$ cat src/hdl/nearest_point_search_3d_defines.svh
// Assertion macros for the nearest point search block.
// Each use expects aclk and aresetn in the enclosing module.
`ifndef NEAREST_POINT_SEARCH_3D_DEFINES_SVH
`define NEAREST_POINT_SEARCH_3D_DEFINES_SVH

`ifndef SYNTH
// Same-cycle implication, checked out of reset.
`define NPS_ASSERT_IMPL(label, ante, cons, msg) \
    label: assert property (@(posedge aclk) disable iff (!aresetn) (ante) |-> (cons)) \
        else $error(msg);
// Next-cycle implication, checked out of reset.
`define NPS_ASSERT_NEXT(label, ante, cons, msg) \
    label: assert property (@(posedge aclk) disable iff (!aresetn) (ante) |=> (cons)) \
        else $error(msg);
`else
`define NPS_ASSERT_IMPL(label, ante, cons, msg)
`define NPS_ASSERT_NEXT(label, ante, cons, msg)
`endif

`endif

$ cat src/hdl/nps_pkg.sv
package nps_pkg;

    // Coordinate format and derived widths.
    localparam int COORD_WIDTH = 16;
    localparam int AXES        = 3;
    localparam int PT_W        = AXES * COORD_WIDTH;
    localparam int SQ_W        = 2 * COORD_WIDTH;
    localparam int DSQ_W       = SQ_W + 2;
    localparam int DIST_W      = DSQ_W / 2;

    // Store depth default.
    localparam int MAX_POINTS_DEFAULT = 1024;

    // Result field widths.
    localparam int QNUM_W      = 16;
    localparam int NEAREST_W   = 10;
    localparam int STATUS_W    = 2;
    localparam int OP_W        = 2;
    localparam int OUT_FIELDS_W = QNUM_W + NEAREST_W + DSQ_W + DIST_W;
    localparam int OUT_TDATA_W  = ((OUT_FIELDS_W + 7) / 8) * 8;
    localparam int OUT_PAD_W    = OUT_TDATA_W - OUT_FIELDS_W;

    // Operation codes.
    localparam logic [OP_W-1:0] OP_CLEAR  = 2'd0;
    localparam logic [OP_W-1:0] OP_APPEND = 2'd1;
    localparam logic [OP_W-1:0] OP_QUERY  = 2'd2;

    // Result status codes.
    localparam logic [STATUS_W-1:0] STATUS_OK    = 2'd0;
    localparam logic [STATUS_W-1:0] STATUS_EMPTY = 2'd1;
    localparam logic [STATUS_W-1:0] STATUS_FULL  = 2'd2;

    // Control that travels alongside each point through the distance pipeline.
    typedef struct packed {
        logic valid;
        logic last;
    } dist_ctl_t;

endpackage

$ cat src/hdl/nps_dist_unit.sv
module nps_dist_unit
    import nps_pkg::*;
(
    input  logic              aclk,
    input  logic              aresetn,
    input  dist_ctl_t         in_ctl,
    input  logic [PT_W-1:0]   ref_point,
    input  logic [PT_W-1:0]   qry_point,
    output dist_ctl_t         out_ctl,
    output logic [DSQ_W-1:0]  dist_sq
);

    logic signed [COORD_WIDTH:0] diff_reg [AXES];
    logic [SQ_W-1:0]             sq_reg [AXES];
    logic [DSQ_W-1:0]            sum_reg;
    dist_ctl_t                   ctl1_reg;
    dist_ctl_t                   ctl2_reg;
    dist_ctl_t                   ctl3_reg;

    // Stage one: per-axis difference, sign-extended by one bit.
    always_ff @(posedge aclk) begin
        for (int a = 0; a < AXES; a++) begin
            diff_reg[a] <= $signed({qry_point[a*COORD_WIDTH+COORD_WIDTH-1],
                                    qry_point[a*COORD_WIDTH +: COORD_WIDTH]})
                         - $signed({ref_point[a*COORD_WIDTH+COORD_WIDTH-1],
                                    ref_point[a*COORD_WIDTH +: COORD_WIDTH]});
        end
    end

    // Stage two: square each difference; the result is never negative.
    always_ff @(posedge aclk) begin
        logic signed [2*COORD_WIDTH+1:0] prod;
        for (int a = 0; a < AXES; a++) begin
            prod      = diff_reg[a] * diff_reg[a];
            sq_reg[a] <= prod[SQ_W-1:0];
        end
    end

    // Stage three: sum of the three squares.
    always_ff @(posedge aclk) begin
        sum_reg <= DSQ_W'(sq_reg[0]) + DSQ_W'(sq_reg[1]) + DSQ_W'(sq_reg[2]);
    end

    // Control travels with the data.
    always_ff @(posedge aclk) begin
        if (!aresetn) begin
            ctl1_reg <= '0;
            ctl2_reg <= '0;
            ctl3_reg <= '0;
        end else begin
            ctl1_reg <= in_ctl;
            ctl2_reg <= ctl1_reg;
            ctl3_reg <= ctl2_reg;
        end
    end

    assign out_ctl = ctl3_reg;
    assign dist_sq = sum_reg;

endmodule

$ cat config.mk
export PLATFORM = sky130hd
export DESIGN_NAME = nps_dist_unit
export DESIGN_NICKNAME = d
export VERILOG_FILES = /design/src/hdl/nearest_point_search_3d_defines.svh /design/src/hdl/nps_pkg.sv /design/src/hdl/nps_dist_unit.sv
export SDC_FILE = /design/constraint.sdc
export NUM_CORES = 2
export LEC_CHECK = 0
export BUFFER_PORTS_ARGS = -buffer_cell sky130_fd_sc_hd__buf_2
export CAP_MARGIN = 25
export CORE_MARGIN = 2
export CORE_UTILIZATION = 51
export DETAILED_ROUTE_END_ITERATION = 10
export GPL_ROUTABILITY_DRIVEN = 0
export GPL_TIMING_DRIVEN = 0
export PLACE_DENSITY_LB_ADDON = 0.3
export SETUP_SLACK_MARGIN = 0.15
export SYNTH_ARGS = -nofsm -noshare
export SYNTH_HDL_FRONTEND = slang
export SYNTH_SLANG_ARGS = --single-unit
$ cat constraint.sdc
create_clock -name aclk -period 10.6 [get_ports aclk]
set_input_delay 1.59 -clock aclk [delete_from_list [all_inputs] [get_ports aclk]]
set_output_delay 1.59 -clock aclk [all_outputs]
set_load 0.02 [all_outputs]
After elaboration in Yosys (flattened, before gate mapping)
Memories as Yosys holds them, arrays and structs flattened. Cells that the tools add are included.

Bits in registers: 40. Memory bits (writable): 147. Output and inout port bits: 36. Word-level logic and storage cells: 17. Memories: 2.

Memories: sq_reg (words 3, width 32, rd ports 3, clocked after memory_dff 0, wr ports 3, RTL line nps_dist_unit.sv:14) `logic [SQ_W-1:0] sq_reg [AXES];`; diff_reg (words 3, width 17, rd ports 3, clocked after memory_dff 0, wr ports 3, RTL line nps_dist_unit.sv:13) `logic signed [COORD_WIDTH:0] diff_reg [AXES];`.

Add/sub/neg operators: 5. Multiply operators: 3.

Operators by type and width (count): 17-bit by 17-bit multiplier with 32-bit output (3); 16-bit by 16-bit subtractor with 17-bit output (3); 33-bit by 32-bit adder with 34-bit output (1); 32-bit by 32-bit adder with 33-bit output (1).

Longest topological paths before layout
Depth after elaboration: 2. Mapped depth: 25. Gate-level depth less buffers: 24.

Worst setup path after synthesis
Ideal clock, no wire load.

Kind: reg-to-reg. Start point: mem diff_reg[0][39] (netlist bit). End point: mem sq_reg[0][94] (netlist bit). Library setup time: 0.143 ns. Arrival time: 5.995 ns. Setup slack: 4.461 ns. Cell stages (with the launch flop): 26. Path buffers: 3. Clock period less this slack: 6.139 ns. Path through: dfxtp_1 -> clkbuf_1 -> clkbuf_1 -> nand2_1 -> fa_1 -> inv_1 -> fa_1 -> inv_1 -> fa_1 -> inv_1 -> fa_1 -> fa_1 -> inv_1 -> fa_1 -> inv_1 -> ha_1 -> clkbuf_1 -> a21oi_1 -> nand2_1 -> a211oi_1 -> nand3_1 -> a221oi_2 -> o21ai_2 -> a221oi_2 -> o21a_1 -> o211ai_1.

RTL lines (RTL line): from (decl) (nps_dist_unit.sv:13); to (decl) (nps_dist_unit.sv:14).

==> qor.log <==
qor: synth.synthesis.area_per_instance 9.50 um2
qor: placement.port_buffers 135
qor: placement.dp_hpwl 67.7 mm
qor: setup_path.timing.rr.start diff_reg[0][2]
qor: die.floorplan.initialDensity 51.7%
qor: grt.grt_pass1_wl 135 mm
qor: setup_path.crit_buf_inv 7
qor: setup_path.worst-r2r-setup-slack 2950 ps
qor: timing.slew-limit-headroom 48.5%
qor: cts.clk_pin_slew_worst_paths 80 ps
qor: final_layout.final_layout_size_suffix_gt1_share 5.02%
qor: drt.vias 24700
qor: cts.ctsLongestPathBuffers 2
qor: drt.route.antenna.remaining_nets 0
qor: worst_hold_path.hold_path.startpoint ctl2_reg[0]
qor: grt.largest_net_degree_at_the_start_of_global_routing 20
qor: setup_path.worst_ep_arrival_time 7970 ps
qor: timing.rsz0062_at_grt no
qor: synth.synth_warnings 0
qor: run.drv.max_cap_violation_count 0
qor: synth.synth_seq_cells 184
qor: setup_path.worstRegToRegCells 24
qor: die.core-area 0.0701 mm2
qor: setup_path.critPathKind register to register
qor: final_layout.final_common_cell inv_1
qor: grt.grt.total_usage 23.2%
qor: drt.post_drt_via_cell_ratio 5.01
qor: timing.worst_pin_slew 772 ps
qor: synth.synthArstFlopShare 0%
qor: setup_path.endpoint_class_of_the_critical_path register
qor: setup_path.worst_path_largest_cell_delay 550 ps
qor: timing.finalSetupTns 0 ps
qor: die.die_height 271 um
qor: synth.synth-seq-area-share 10.2%
qor: setup_path.timing.critical_path.cells clkbuf_1 -> clkbuf_1 -> nand2_1 -> fa_1 -> inv_1 -> fa_1 -> inv_1 -> fa_1 -> inv_1 -> fa_1 -> fa_1 -> inv_1 -> fa_1 -> inv_1 -> ha_1 -> a21o_1 -> a21o_1 -> a21oi_1 -> o21ai_0 -> o31ai_2 -> a21oi_1 -> a21oi_1 -> a21oi_1 -> o211ai_1
qor: cts.clock_tree.root_cell clkbuf_16
qor: cts.clkLatencyLatePin 500 ps
qor: drt.wire_per_inst 15.9 um
qor: worst_hold_path.min_path_type register to register
qor: timing.finalSetupViolCount 0
qor: die.die_area 0.0732 mm2
qor: grt.via_count_of_the_first_global_routing_pass 26700
qor: synth.mappedNetlistArea 0.0362 mm2
qor: timing.report.final.hold_viol_count 0
qor: grt.antenna_violations_before_repair 7
qor: final_layout.largest_register_ffs 93
qor: timing.timing.final.crit_share 72.2%
qor: synth.synth_largest_type_area_fraction 44.3%
qor: timing.timing.final.ws_setup 2950 ps
qor: setup_path.crit_cells 24
qor: synth.top_cells_by_area_in_the_synthesized_netlist fa_1 44%, ha_1 11%, inv_1 11%
qor: die.die_w 271 um
qor: timing.fmaxAchievable 131 MHz
qor: die.row_count 97
qor: cts.cts_made_buffers 17
qor: final_layout.nets 5202
qor: drt.dr.first_iter.drc_count 1157
qor: drt.first_pass_iters 5
qor: setup_path.crit_path_top_delay_cell fa_1
qor: cts.cts_htree_levels 4
qor: timing.fin_crit 7650 ps
qor: synth.synth_edf_count 0
qor: cts.clock_sinks 184
qor: placement.dp_worst_setup_slack 2930 ps
qor: final_layout.area_growth 6.80%
qor: timing.slew_violations 0
qor: setup_path.critPathMaxFanout 10
qor: die.io_pins 136
qor: synth.post_synth_inst_count 3814
qor: final_layout.antenna-diode-count 0
qor: outcome.outcome finished, final reports clean
qor: setup_path.cell_class_contributing_the_biggest_share_of_worst_path_delay adder cells
qor: worst_hold_path.hold-path-cell-count 1
qor: synth.synth.distinct_cells 65
qor: drt.drt_drc_violations_left 0
qor: cts.number_of_buffers_inserted_by_hold_repair_at_cts 0
qor: cts.cts-resized-gates 0
qor: setup_path.critPathRequiredTime 10930 ps
qor: final_layout.mostFrequentLayoutCells 1071 x inv_1, 802 x fa_1, 330 x ha_1, 282 x nand2_1, 184 x dfxtp_1
qor: grt.grt_overflow_total 0
qor: setup_path.crit_path_start_kind register
qor: synth.synth.largest_area_cell fa_1
qor: synth.synthFlopType dfxtp_1
qor: setup_path.critical_path.most_common_cell fa_1
qor: cts.post_cts.repair.setup_buffers 0
qor: cts.cts_tree built
qor: setup_path.timing.critical_path.from diff_reg[0][2]
qor: drt.drt_wl_total 78.3 mm
qor: timing.clock_skew 17.8 ps
==> final cells by class <==
| cell class | count | area (um2) |
|---|---|---|
| sequential | 184 | 3680 |
| clock buffer | 18 | 429 |
| clock inverter | 14 | 176 |
| inverter | 1071 | 4020 |
| multi-input combinational | 2486 | 28300 |
| fill | 6373 | 31400 |
| timing repair buffer | 135 | 676 |
| tap | 940 | 1180 |
| buffer | 75 | 282 |
==> kinds of logic after synthesis <==
| family | count (synthesis) | share of synthesized area (%) |
|---|---|---|
| adders and majority gates | 1132 | 55.7 |
| buffers and inverters | 1146 | 11.9 |
| DFF | 184 | 10.2 |
| muxes | 4 | 0.124 |
| and+or+nand+nor | 780 | 10.4 |
| xor gates and xnor gates | 192 | 4.64 |
| AOI/OAI and AO/OA | 375 | 7.12 |
| other | 1 | 0.0103 |
==> worst reg2reg max path, cell delays in order (launching register included) <==
cell and delay [ps]:
dfxtp_1 410, clkbuf_1 530, clkbuf_1 450, nand2_1 180, fa_1 520, inv_1 60, fa_1 540, inv_1 60
fa_1 380, inv_1 70, fa_1 440, fa_1 550, inv_1 50, fa_1 510, inv_1 50, ha_1 330
a21o_1 200, a21o_1 170, a21oi_1 140, o21ai_0 210, o31ai_2 410, a21oi_1 210, a21oi_1 350, a21oi_1 150
o211ai_1 490
==> Yosys cell counts (7+ instances only) <==
master	instances
a21oi_1	87
nand2b_1	20
nor2b_1	50
fa_1	802
o21ai_1	19
inv_1	1071
o21a_1	36
and3_1	18
o21bai_1	18
nor3_1	31
nor4_1	7
xnor2_1	146
xor2_1	46
or3_1	14
dfxtp_1	184
o211ai_1	16
clkbuf_1	74
o211a_1	8
ha_1	330
nand3_1	32
nand2_1	282
a21o_1	55
a211oi_1	18
nor2_1	138
o21ai_0	46
and2_1	174
==> per-layer routing <==
| layer | vias to the layer above | global-route usage [%] | part of all wire [%] |
|---|---|---|---|
| met2 | 527 | 39.3 | 49 |
| li1 | 11700 | - | - |
| met5 | - | 0 | 0 |
| met4 | 0 | 5.42 | 2.0 |
| met3 | 91 | 2.98 | 4.7 |
| met1 | 12400 | 31.8 | 45 |
==> per-stage QoR <==
| stage | instance area (um2) | util, % | hold WS, ps | instances |
|---|---|---|---|---|
| CTS | 38700 | 55.2 | 444 | 4923 |
| finish | 38700 | 55.2 | 438 | 4923 |
| floorplan | 36200 | - | 347 | 3816 |
| global route | 38700 | 55.2 | 450 | 4923 |
| global placement | 38100 | 54.3 | 412 | 4891 |
| detailed placement | 38100 | 54.3 | 423 | 4891 |
==> final timing paths <==
kind | to
max | sq_reg[0][31]
min | out_ctl[0]
max reg2reg | sq_reg[0][31]
min reg2reg | out_ctl[0]
Power is left out: the tool's default activity adds up to more than one toggle a clock period on the data nets, which glitch-free logic cannot reach.
