<file path="config.mk">
export PLATFORM = sky130hd
export DESIGN_NAME = nps_sqrt
export DESIGN_NICKNAME = d
export VERILOG_FILES = /design/src/hdl/nearest_point_search_3d_defines.svh /design/src/hdl/nps_pkg.sv /design/src/hdl/nps_sqrt.sv
export SDC_FILE = /design/constraint.sdc
export NUM_CORES = 1
export LEC_CHECK = 0
export ABC_CLOCK_PERIOD_IN_PS = 6200
export BUFFER_PORTS_ARGS = -buffer_cell sky130_fd_sc_hd__clkbuf_2
export CAP_MARGIN = 0
export CORE_MARGIN = 5
export CORE_UTILIZATION = 40
export DETAILED_ROUTE_END_ITERATION = 12
export GPL_TIMING_DRIVEN = 0
export PLACE_DENSITY = 0.64
export REMOVE_ABC_BUFFERS = 1
export SETUP_SLACK_MARGIN = 0.3
export SYNTH_ARGS = -nofsm -noshare
export SYNTH_HDL_FRONTEND = slang
export SYNTH_SLANG_ARGS = --single-unit
</file>
<file path="constraint.sdc">
create_clock -name aclk -period 6.2 [get_ports aclk]
set_clock_uncertainty 0.1 [all_clocks]
set_input_delay 0.31 -clock aclk [delete_from_list [all_inputs] [get_ports aclk]]
set_output_delay 0.31 -clock aclk [all_outputs]
set_load 0.01 [all_outputs]
</file>
<file path="src/hdl/nearest_point_search_3d_defines.svh">
// Assertion macros for the nearest point search block.
// Each use expects aclk and aresetn in the enclosing module.
`ifndef NEAREST_POINT_SEARCH_3D_DEFINES_SVH
`define NEAREST_POINT_SEARCH_3D_DEFINES_SVH

`ifndef SYNTH
// Same-cycle implication, checked out of reset.
`define NPS_ASSERT_IMPL(label, ante, cons, msg) \
    label: assert property (@(posedge aclk) disable iff (!aresetn) (ante) |-> (cons)) \
        else $error(msg);
// Next-cycle implication, checked out of reset.
`define NPS_ASSERT_NEXT(label, ante, cons, msg) \
    label: assert property (@(posedge aclk) disable iff (!aresetn) (ante) |=> (cons)) \
        else $error(msg);
`else
`define NPS_ASSERT_IMPL(label, ante, cons, msg)
`define NPS_ASSERT_NEXT(label, ante, cons, msg)
`endif

`endif

</file>
<file path="src/hdl/nps_pkg.sv">
package nps_pkg;

    // Coordinate format and derived widths.
    localparam int COORD_WIDTH = 16;
    localparam int AXES        = 3;
    localparam int PT_W        = AXES * COORD_WIDTH;
    localparam int SQ_W        = 2 * COORD_WIDTH;
    localparam int DSQ_W       = SQ_W + 2;
    localparam int DIST_W      = DSQ_W / 2;

    // Store depth default.
    localparam int MAX_POINTS_DEFAULT = 1024;

    // Result field widths.
    localparam int QNUM_W      = 16;
    localparam int NEAREST_W   = 10;
    localparam int STATUS_W    = 2;
    localparam int OP_W        = 2;
    localparam int OUT_FIELDS_W = QNUM_W + NEAREST_W + DSQ_W + DIST_W;
    localparam int OUT_TDATA_W  = ((OUT_FIELDS_W + 7) / 8) * 8;
    localparam int OUT_PAD_W    = OUT_TDATA_W - OUT_FIELDS_W;

    // Operation codes.
    localparam logic [OP_W-1:0] OP_CLEAR  = 2'd0;
    localparam logic [OP_W-1:0] OP_APPEND = 2'd1;
    localparam logic [OP_W-1:0] OP_QUERY  = 2'd2;

    // Result status codes.
    localparam logic [STATUS_W-1:0] STATUS_OK    = 2'd0;
    localparam logic [STATUS_W-1:0] STATUS_EMPTY = 2'd1;
    localparam logic [STATUS_W-1:0] STATUS_FULL  = 2'd2;

    // Control that travels alongside each point through the distance pipeline.
    typedef struct packed {
        logic valid;
        logic last;
    } dist_ctl_t;

endpackage

</file>
<file path="src/hdl/nps_sqrt.sv">
module nps_sqrt
    import nps_pkg::*;
(
    input  logic              aclk,
    input  logic              aresetn,
    input  logic              start,
    input  logic [DSQ_W-1:0]  radicand,
    output logic              done,
    output logic [DIST_W-1:0] root
);

    localparam int STEP_W = $clog2(DIST_W + 1);
    localparam int REM_W  = DIST_W + 1;

    logic [DSQ_W-1:0]  rad_reg;
    logic [REM_W-1:0]  rem_reg;
    logic [DIST_W-1:0] root_reg;
    logic [STEP_W-1:0] step_reg;
    logic              busy_reg;
    logic              done_reg;

    logic [REM_W+1:0]  rem_sh;
    logic [REM_W+1:0]  trial;
    logic [REM_W+1:0]  rem_diff;
    logic              take;

    // One result bit per step: bring down two radicand bits and try 4r+1.
    always_comb begin
        rem_sh   = {rem_reg, rad_reg[DSQ_W-1 -: 2]};
        trial    = {1'b0, root_reg, 2'b01};
        take     = (rem_sh >= trial);
        rem_diff = rem_sh - trial;
    end

    always_ff @(posedge aclk) begin
        if (!aresetn) begin
            busy_reg <= 1'b0;
            done_reg <= 1'b0;
        end else begin
            done_reg <= 1'b0;
            if (start) begin
                rad_reg  <= radicand;
                rem_reg  <= '0;
                root_reg <= '0;
                step_reg <= STEP_W'(DIST_W);
                busy_reg <= 1'b1;
            end else if (busy_reg) begin
                rad_reg  <= {rad_reg[DSQ_W-3:0], 2'b00};
                rem_reg  <= take ? rem_diff[REM_W-1:0] : rem_sh[REM_W-1:0];
                root_reg <= {root_reg[DIST_W-2:0], take};
                step_reg <= step_reg - STEP_W'(1);
                if (step_reg == STEP_W'(1)) begin
                    busy_reg <= 1'b0;
                    done_reg <= 1'b1;
                end
            end
        end
    end

    assign done = done_reg;
    assign root = root_reg;

endmodule
</file>
# Word-level counts from Yosys, hierarchy flattened
# Cells that the tools add are included.
# totals
ff_bits	76
input_bits	37
output_inout_bits	18
elab_cells	25
# classes
addsub	2
n_lt_le_gt_ge	1
eq_ne	1
mux	10
n_bitwise	2
n_reduce_logical	3
# op_table
op	count
two-way mux 34 bit	2
two-way mux 18 bit	2
>= comparator 20 x 19 -> 1 bit	1
subtractor 18 bit	1
two-way mux 17 bit	1
equality test 5 x 1 -> 1 bit (second input constant)	1
two-way mux 5 bit	1
subtractor 5 x 1 -> 5 bit (second input constant)	1
two-way mux 1 bit	4
OR reduction 3 bit	1
inverter 1 bit	2
AND reduction 2 bit	1
nonzero test 2 bit	1

# Longest topological paths before layout
# Gate-level depths: netlist of run 1.
# depth
depth_word	4
ltp_mapped	10
depth_no_buf	9

# Least setup slack after synthesis of run 1
# No wires, ideal clock.
# synth_path
path_type	input port to flip-flop
startpoint	input start
endpoint	register rad_reg[0], enable pin
setup_time_ns	0.438
arrival_time_ns	2.515
required_ns	5.662
slack_ns	3.147
stages	3
path_buffers	2
cell_sequence	buf_2 clkbuf_1 o21a_1
# synth_between
elab_chain_cells	2
# synth_rtl
element	line	text
from (decl)	nps_sqrt.sv:6	input logic start,
nonzero test 2 bit (no line)	--	
AND reduction 2 bit (no line)	--	
to (signal assigned)	nps_sqrt.sv:42	rad_reg <= radicand;
to (signal assigned)	nps_sqrt.sv:48	rad_reg <= {rad_reg[DSQ_W-3:0], 2'b00};
to (decl)	nps_sqrt.sv:15	logic [DSQ_W-1:0] rad_reg;
# No other way between the ends.
# A chain may end at the register's enable or synchronous reset.

# Worst setup path in the final report of run 1
# layout_path
startpoint	register root_reg[1] (netlist: root[1])
endpoint	register rem_reg[17], data pin
# layout_between
elab_chain_cells	3
elab_cells_between_ends	4
classes_between	1 x add/sub; 1 x order compare; 2 x mux
# layout_rtl
element	line	text
from (decl)	nps_sqrt.sv:17	logic [DIST_W-1:0] root_reg;
from (signal assigned)	nps_sqrt.sv:50	root_reg <= {root_reg[DIST_W-2:0], take};
subtractor 18 bit / >= comparator 20 x 19 -> 1 bit (equally long branches)	nps_sqrt.sv:32, nps_sqrt.sv:31	
two-way mux 18 bit (*)	nps_sqrt.sv:49	rem_reg <= take ? rem_diff[REM_W-1:0] : rem_sh[REM_W-1:0];
two-way mux 18 bit (*)	nps_sqrt.sv:47	end else if (busy_reg) begin
to (signal assigned)	nps_sqrt.sv:49	
to (decl)	nps_sqrt.sv:16	logic [REM_W-1:0] rem_reg;
# Mark *: on every way between the ends. The rest lies on a longest branch, timed or not. The select of a mux whose other input is x is not followed.

==> flow_summary.yaml, run 1 <==
run_status:
  run_status: "finished clean"
placement:
  dp_hpwl_mm: 4.887
  io_buffers: 54
  dp_cells: 496
  preCtsSetupSlack_ns: 3.255
  place_congestion: 0.7170
clock_network:
  cts_hold_buf: 0
  cts_buffers: 9
  clkTransAtPathRegs_ns: 0.09
  clk_latency_ns: 0.34
  post_cts_buffers: 0
  post_cts_resized: 0
  root_buffer: "clkbuf_8"
  cts_max_level: 3
  cts_sinks: 76
  cts_tree: "built"
  clk_path_buf_depth: 2
power_and_ir_drop:
  peakVddDrop_mv: 0.1314
  cellLeakagePower_nw: 1.929
  powerDensity_nw_per_um2: 293.5
synthesis:
  syn_area_um2: 4088
  ys_seq_area_share_pct: 55.34
  synth.distinct_cells: 49
  synthFlopType: "edfxtp_1"
  synth_top_area_cell: "edfxtp_1"
  ys_ff_latch: 76
  synth.avg_cell_area_um2: 12.98
  yosys_warnings: 0
  synthTopCellsByArea: "edfxtp_1, mux2_2, ha_1"
  synth_edf_count: 74
  synth_top_area_share_pct: 54.36
  synthCells: 315
  synth-async-reset-ratio_pct: 0
floorplan:
  start_util_pct: 40.32
  die_w_um: 111.1
  dieHeight_um: 111.1
  rows: 37
  core_um2: 10140
  die_area_um2: 12340
  io_pins: 55
global_routing:
  antenna_found_initial: 0
  grt_usage_pct: 12.25
  overflow: 0
  grt_pass1_wl_mm: 12.44
  grt_pass1_vias: 2626
  grt_max_degree: 72
route:
  vias: 2557
  wl_mm: 7.226
  wl_per_cell_um: 14.14
  first_iter_violations: 76
  routed_via_density: 5.004
  drtPass1Iterations: 4
  ant_nets: 0
  drc_errors: 0
worst_setup_path:
  path_max_fanout: 26
  arrival_ns: 2.96
  crit_type: "flop to flop"
  critPathRequiredTime_ns: 6.20
  cp-start-kind: "flop"
  end_kind: "flop"
final_layout:
  most-common-layout-cells: "edfxtp_1, clkbuf_2, nor2_1, mux2_2, inv_1"
  finalNonFillerCells: 511
  largest_reg_flops: 34
  drive_gt1_share_pct: 32.80
  layout_commonest_cell: "edfxtp_1"
  antenna_cells: 0
  syn_to_final_growth_pct: 17.36
  nNetsFinal: 429
  n_fill_cell: 944
  final_core_util_pct: 47.32
sta:
  fmax_mhz: 338.2
  setup_tns_ns: 0
  finalHoldViolCount: 0
  rsz0062_at_grt: "false"
  timing.final.ws_setup_ns: 3.244
  max_slew.worst_pin.slew_ns: 0.8937
  setup_viol: 0
  finalCritPeriodShare_pct: 47.69
  slew_headroom_pct: 40.19
  post-route-min-period_ns: 2.957
  final_max_slew_viol_count: 0
worst_hold_path:
  hold_path.class: "input pin to flop"
flow_run:
  maxCapViolCount: 0
## through the flow
step / instance area (um2) / power (mW) / hold slack, ns
after floorplan: 4030 / 0.8524 / 0.3541
after global placement: 4471 / 0.9178 / 0.3638
after detailed placement: 4536 / 0.9249 / 0.3911
after CTS: 4797 / 1.430 / 0.1137
after global routing: 4797 / 1.488 / 0.1251
final: 4797 / 1.408 / 0.1378
## path summary, 6_finish.rpt
path / from / to / slack, ns / cells past startpoint
worst min register to register: busy_reg / done / 0.40 / 1
worst max register to register: root[1] / rem_reg[17] / 3.24 / 9
worst max-delay path: root[1] / rem_reg[17] / 3.24 / 9
worst min-delay path: aresetn / done / 0.14 / 2
## worst max-delay path, stage by stage (launching register included)
cell      delay, ns
edfxtp_1       0.37
inv_1          0.08
ha_1           0.35
o21a_1         0.18
o31a_1         0.22
o22a_4         0.21
o21ai_4        0.08
o21ai_4        0.70
nor3b_1        0.12
a311o_1        0.30
## cells by family (layout without fill, tap and decap cells)
logic type                 count (synthesis)  in the layout  synth area share, %
DFF                                       76             76                55.34
and+or+nand+nor                           70             70                7.805
AOI/OAI and AO/OA                         60             60                13.04
muxes                                     39             39                10.53
buffers and inverters                     33             93                3.428
adders and majority gates                 21             21                6.428
xor gates and xnor gates                  16             16                3.428
## layer usage
metal / share of wire (%) / global-route usage, %
met3: 8.2 / 5.186
met4: 1.3 / 4.947
met2: 44 / 18.24
met5: 0 / 0
met1: 46 / 15.75
## Yosys cell counts, types with 3 or more instances
library cell / n
nor2_1: 44
a21oi_1: 6
a211oi_1: 3
a211oi_2: 8
xnor2_1: 12
inv_1: 22
xor2_1: 4
nor2b_1: 3
o21ai_0: 7
and3_1: 3
mux2i_1: 7
mux2_2: 32
o21a_1: 6
a21o_1: 8
ha_1: 21
edfxtp_1: 74
clkbuf_1: 6
nand2_1: 6
## layout make-up
type	instances	area (um2)	area share, %
clock buffer	9	123.9	2.582
clock inverter	6	137.6	2.869
inverter	22	82.58	1.721
multi-input combinational	206	1693	35.29
sequential	76	2262	47.16
tap	136	170.2	3.547
timing repair buffer	56	327.8	6.834
## power breakdown
group	switching, mW	internal [mW]
Clock	0.189	0.307
Sequential	0.0155	0.614
Combinational	0.151	0.130
Power figures use the tool's default switching activity.
==> run 2: changes to the inputs <==
--- a/config.mk
+++ b/config.mk
@@ -5,14 +5,15 @@
 export SDC_FILE = /design/constraint.sdc
 export NUM_CORES = 1
 export LEC_CHECK = 0
-export ABC_CLOCK_PERIOD_IN_PS = 6200
+export ABC_AREA = 1
+export ABC_CLOCK_PERIOD_IN_PS = 2650
 export BUFFER_PORTS_ARGS = -buffer_cell sky130_fd_sc_hd__clkbuf_2
 export CAP_MARGIN = 0
 export CORE_MARGIN = 5
 export CORE_UTILIZATION = 40
 export DETAILED_ROUTE_END_ITERATION = 12
 export GPL_TIMING_DRIVEN = 0
-export PLACE_DENSITY = 0.64
+export PLACE_DENSITY = 0.66
 export REMOVE_ABC_BUFFERS = 1
 export SETUP_SLACK_MARGIN = 0.3
 export SYNTH_ARGS = -nofsm -noshare
==> constraint.sdc (replaced) <==
create_clock -name aclk -period 2.65 [get_ports aclk]
set_clock_uncertainty 0.1 [all_clocks]
set_input_delay 0.1325 -clock aclk [delete_from_list [all_inputs] [get_ports aclk]]
set_output_delay 0.1325 -clock aclk [all_outputs]
set_load 0.01 [all_outputs]
==> run 2 against run 1 <==
  * Hold slack better by 0.24 ns
  * Synthesized area up 6.9%
  * Register-to-register slack worse by 2.9 ns
  * Sequential power up 130%
  * Critical path depth up 3
  * Non-clock buffer count up 46
==> flow_summary.yaml, run 2 <==
placement:
  dp_cells: 713
  preCtsSetupSlack_ns: -0.6987
  placed_area_um2: 4845
  dp_hpwl_mm: 6.473
  place_congestion: 0.9151
  io_buffers: 54
global_routing:
  grt_pass1_wl_mm: 16.23
  overflow: 0
  top_usage_layer: "met2"
  grt_pass1_vias: 3555
  grt_usage_pct: 15.56
  grt.met3_usage_pct: 3.700
  grt_util_met1_pct: 19.05
  gr-usage-met2_pct: 26.23
  antenna_found_initial: 0
  grt_max_degree: 57
sta:
  slew_headroom_pct: 38.20
  finalCritPeriodShare_pct: 85.33
  rsz0062_at_grt: "false"
  setup_viol: 0
  max_slew.worst_pin.slew_ns: 0.9256
  finalHoldViolCount: 0
  final_max_slew_viol_count: 0
  post-route-min-period_ns: 2.261
  fmax_mhz: 442.2
  setup_tns_ns: 0
  timing.final.ws_setup_ns: 0.3887
worst_setup_path:
  cp-startpoint: "root[5]"
  end_kind: "flop"
  cp-start-kind: "flop"
  path_max_fanout: 10
  critPathMaxStageDelay_ns: 0.38
  crit_type: "flop to flop"
  critPathRequiredTime_ns: 2.66
  cpMaxStageDelayCell: "edfxtp_1"
  path_cells: "inv_2 > ha_2 > nand2_2 > nor2_4 > nand3_1 > o21ai_2 > nor2_4 > buf_12 > nand2_8 > inv_6 > nor2_1 > nor2_1"
  critPathTopFamily: "simple AND/OR/NAND/NOR gates"
  rr_startpoint: "root[5]"
  path_buf_inv: 3
  arrival_ns: 2.27
route:
  drtPass1Iterations: 4
  vias: 3703
  first_iter_violations: 155
  drc_errors: 0
  routed_via_density: 4.772
  ant_nets: 0
  wl_mm: 10.23
  wl_per_cell_um: 13.18
synthesis:
  syn_area_um2: 4369
  synth_edf_count: 74
  synthTopCellsByCount: "nand2_1, edfxtp_1, nor2_1"
  synth_compound_area_share_pct: 4.668
  ys_seq_area_share_pct: 51.78
  synth_top_area_share_pct: 50.86
  yosys.area_share.simple_pct: 28.44
  synthFlopType: "edfxtp_1"
  synth_most_common_cell: "nand2_1"
  synthCells: 529
  synth_top_family_by_area: "simple AND/OR/NAND/NOR gates"
  muxShareOfSynthArea_pct: 0
  synth.distinct_cells: 29
  synth_adder_area_share_pct: 6.014
  synth-async-reset-ratio_pct: 0
  synth_top_area_cell: "edfxtp_1"
  synthTopCellsByArea: "edfxtp_1, nand2_1, nor2_1"
  synth-xor-area-share_pct: 1.804
  yosys_warnings: 0
  ys_ff_latch: 76
  synth.avg_cell_area_um2: 8.259
floorplan:
  start_util_pct: 40.48
  io_pins: 55
  core_um2: 10790
  rows: 38
  die_w_um: 114.5
  dieHeight_um: 114.5
  die_area_um2: 13110
clock_network:
  cts_max_level: 3
  root_buffer: "clkbuf_8"
  clk_latency_ns: 0.36
  cts_buffers: 9
  cts_tree: "built"
  clk_path_buf_depth: 2
  cts_sinks: 76
  clkTransAtPathRegs_ns: 0.09
final_layout:
  layout_commonest_cell: "nand2_1"
  stdcell_area_um2: 5732
  nNetsFinal: 689
  most-common-layout-cells: "nand2_1, edfxtp_1, nor2_1, inv_1, clkbuf_2"
  finalNonFillerCells: 776
  antenna_cells: 0
  syn_to_final_growth_pct: 31.19
  largest_reg_flops: 34
  drive_gt1_share_pct: 18.71
  final_core_util_pct: 53.11
power_and_ir_drop:
  cellLeakagePower_nw: 2.642
  powerDensity_nw_per_um2: 574.1
  peakVddDrop_mv: 0.3203
flow_run:
  maxCapViolCount: 0
worst_hold_path:
  hold_path.class: "input pin to flop"
  hp-start: "start"
run_status:
  run_status: "finished clean"
run 2: cell types whose count changed after synthesis, moves of 13 or more:
cell | before | now
a21oi_1 | 6 | 19
inv_1 | 22 | 65
mux2_2 | 32 | 0
nand2_1 | 6 | 188
nand3_1 | 2 | 16
nor2_1 | 44 | 72
run 2: worst reg2reg max path, delay by kind of cell, from the launching register on:
| family | cells | cell delay (ns) |
|---|---|---|
| and+or+nand+nor | 7 | 0.70 |
| adders and majority gates | 1 | 0.36 |
| buffers and inverters | 3 | 0.28 |
| AOI/OAI and AO/OA | 1 | 0.19 |
| DFF | 1 | 0.38 |
run 2: routing by layer:
| layer | wire length (um) | part of all wire (%) |
|---|---|---|
| met1 | 4378 | 43 |
| met2 | 5141 | 50 |
| met3 | 529 | 5.2 |
| met4 | 178 | 1.7 |
| met5 | 0 | 0 |
run 2: metrics by stage:
step	hold WS (ns)	total power, mW
2_1_floorplan	0.1086	1.974
3_3_place_gp	0.2653	2.146
3_5_place_dp	0.2955	2.168
4_1_cts	0.3715	3.202
5_1_grt	0.4149	3.476
6_report	0.3794	3.291
run 2: kinds of logic (layout without fill, tap and decap cells):
logic type | count (synthesis) | in the layout
compound gates | 39 | 39
xor+xnor | 9 | 9
fa+ha+maj | 21 | 21
buf+inv | 81 | 186
flops | 76 | 76
simple gates | 303 | 305
run 2: cell type report:
cell class	count	area, um2
fillers	976	5061
multi-input cells	374	2024
clock inverters	6	88.84
flip-flops and latches	76	2262
repair buffers	102	793.3
well taps	140	175.2
clock buffers	10	127.6
inverters	68	260.3
run 2: path summary, 6_finish.rpt:
check | to | depth (start not counted) | slack, ns
worst max-delay path | rem_reg[10] | 12 | 0.39
worst min-delay path | root[16] | 2 | 0.38
worst max register to register | rem_reg[10] | 12 | 0.39
worst min register to register | done | 2 | 0.41
run 2: power by group:
group | total, mW | leakage (nW) | internal [mW] | switching, mW
clock | 0.983 | 0.102 | 0.531 | 0.453
combinational | 0.830 | 1.81 | 0.352 | 0.478
sequential | 1.48 | 0.733 | 1.43 | 0.0446
total | 3.29 | 2.64 | 2.32 | 0.975
run 2: repair_timing:
action / CTS / global route
setup endpoints to repair: 87 / 19
setup buffers: 2 / 8
hold endpoints to repair: 35 / 0
resized for setup: 3 / 31
gates cloned: 1 / 1
pin swaps: 2 / 6
hold buffers: 35 / 0
==> run 3: changes to the inputs <==
--- a/config.mk
+++ b/config.mk
@@ -14,6 +14,7 @@
 export DETAILED_ROUTE_END_ITERATION = 12
 export GPL_TIMING_DRIVEN = 0
 export PLACE_DENSITY = 0.66
+export RECOVER_POWER = 50
 export REMOVE_ABC_BUFFERS = 1
 export SETUP_SLACK_MARGIN = 0.3
 export SYNTH_ARGS = -nofsm -noshare
==> run 3 against run 2 <==
  * Maximum frequency decreased by 0.66%
  * First-iteration DRC count down 5.8%
  * Register-to-register slack worse by 0.02 ns
  * Sequential power barely moved
  * Clock power about the same
  * Flip-flop and latch count unchanged
  * Critical path depth stayed put
==> flow_summary.yaml, run 3 (same netlist as run 2, synthesis figures left out) <==
final_layout:
  stdcell_area_um2: 5698
  antenna_cells: 0
  syn_to_final_growth_pct: 30.41
  drive_gt1_share_pct: 15.57
  finalNonFillerCells: 776
  final_core_util_pct: 52.79
  layout_commonest_cell: "nand2_1"
  nNetsFinal: 689
  most-common-layout-cells: "nand2_1, edfxtp_1, nor2_1, inv_1"
  largest_reg_flops: 34
route:
  routed_via_density: 4.771
  drtPass1Iterations: 4
  ant_nets: 0
  vias: 3702
  wl_per_cell_um: 13.19
  wl_mm: 10.23
  drc_errors: 0
  first_iter_violations: 146
clock_network:
  cts_sinks: 76
  cts_buffers: 9
  clk_latency_ns: 0.36
  clkTransAtPathRegs_ns: 0.08
  clk_path_buf_depth: 2
  root_buffer: "clkbuf_8"
  cts_tree: "built"
  cts_max_level: 3
run_status:
  run_status: "finished clean"
worst_setup_path:
  arrival_ns: 2.29
  end_kind: "flop"
  reg2reg_slack_ns: 0.37
  rr_startpoint: "root[5]"
  cp-start-kind: "flop"
  endpoint: "rem_reg[13]"
  reg2reg_depth: 12
  cp-startpoint: "root[5]"
  crit_type: "flop to flop"
  r2r_end: "rem_reg[13]"
  path_max_fanout: 11
  critPathRequiredTime_ns: 2.66
global_routing:
  grt_max_degree: 57
  overflow: 0
  grt_usage_pct: 15.56
  antenna_found_initial: 0
  grt_pass1_wl_mm: 16.23
  grt_pass1_vias: 3555
floorplan:
  die_area_um2: 13110
  dieHeight_um: 114.5
  die_w_um: 114.5
  io_pins: 55
  rows: 38
  core_um2: 10790
  start_util_pct: 40.48
sta:
  rsz0062_at_grt: "false"
  final_max_slew_viol_count: 0
  timing.final.ws_setup_ns: 0.3735
  max_slew.worst_pin.slew_ns: 0.8969
  post-route-min-period_ns: 2.276
  fmax_mhz: 439.3
  holdWs_ns: 0.3651
  setup_viol: 0
  finalCritPeriodShare_pct: 85.90
  finalHoldViolCount: 0
  slew_headroom_pct: 40.12
power_and_ir_drop:
  peakVddDrop_mv: 0.3203
  powerDensity_nw_per_um2: 576.3
  cellLeakagePower_nw: 2.587
flow_run:
  maxCapViolCount: 0
worst_hold_path:
  hold_path.class: "flop to flop"
  holdPathStages: 2
placement:
  placed_area_um2: 4845
  dp_cells: 713
  io_buffers: 54
  preCtsSetupSlack_ns: -0.6987
  place_congestion: 0.9151
  dp_hpwl_mm: 6.473
## run 3: cell counts in the layout (fill, tap and decap cells not counted)
No cell type changed its count.
## run 3: how the worst min path moves through the flow
stage | from | endpoint | slack (ns)
floorplan | start | done | 0.11
global placement | aresetn | done | 0.27
detailed placement | radicand[0] | rad_reg[0] | 0.30
CTS | start | root[10] | 0.37
global route | busy_reg | done | 0.39
finish | busy_reg | done | 0.37
## run 3: area by class of cell
cell class,instances,area [um2]
inverters,68,260.3
fillers,985,5095
multi-input cells,374,2013
repair buffers,102,770.7
clock inverters,6,88.84
well taps,140,175.2
flip-flops and latches,76,2262
clock buffers,10,127.6
## run 3: repair_timing
action | in CTS | in global routing
setup endpoints to repair | 87 | 19
pin swaps | 2 | 6
buffers inserted | 2 | 8
endpoints found under the hold margin | 35 | 0
resized for setup | 3 | 31
hold buffers | 35 | 0
gates cloned | 1 | 1
## run 3: metal layers
metal | part of all wire, % | wire length [um] | vias up | global-route usage (%)
met5 | 0 | 0 | - | 0
met4 | 1.7 | 178 | 0 | 6.492
met3 | 5.0 | 514 | 15 | 3.700
met2 | 50 | 5135 | 85 | 26.23
met1 | 43 | 4404 | 1701 | 19.05
li1 | - | - | 1901 | -
## run 3: critical path, stage by stage, from the launching register on
cell      delay, ns
edfxtp_1       0.36
inv_1          0.09
ha_2           0.37
nand2_2        0.10
nor2_4         0.14
nand3_1        0.11
o21ai_2        0.18
nor2_4         0.07
buf_12         0.15
nand2_8        0.11
nand2_1        0.06
nor2_1         0.14
nor2_1         0.06
## run 3: report_power, final
part | leakage, nW | internal [mW] | switching (mW)
Sequential | 0.733 | 1.43 | 0.0444
Combinational | 1.75 | 0.347 | 0.476
Clock | 0.102 | 0.531 | 0.453
## run 3: metrics by stage
stage	setup TNS, ns	power [mW]
3_5_place_dp	-40.31	2.168
2_1_floorplan	-148.18	1.974
3_3_place_gp	-373.76	2.146
4_1_cts	0	3.202
6_report	0	3.284
5_1_grt	0	3.470
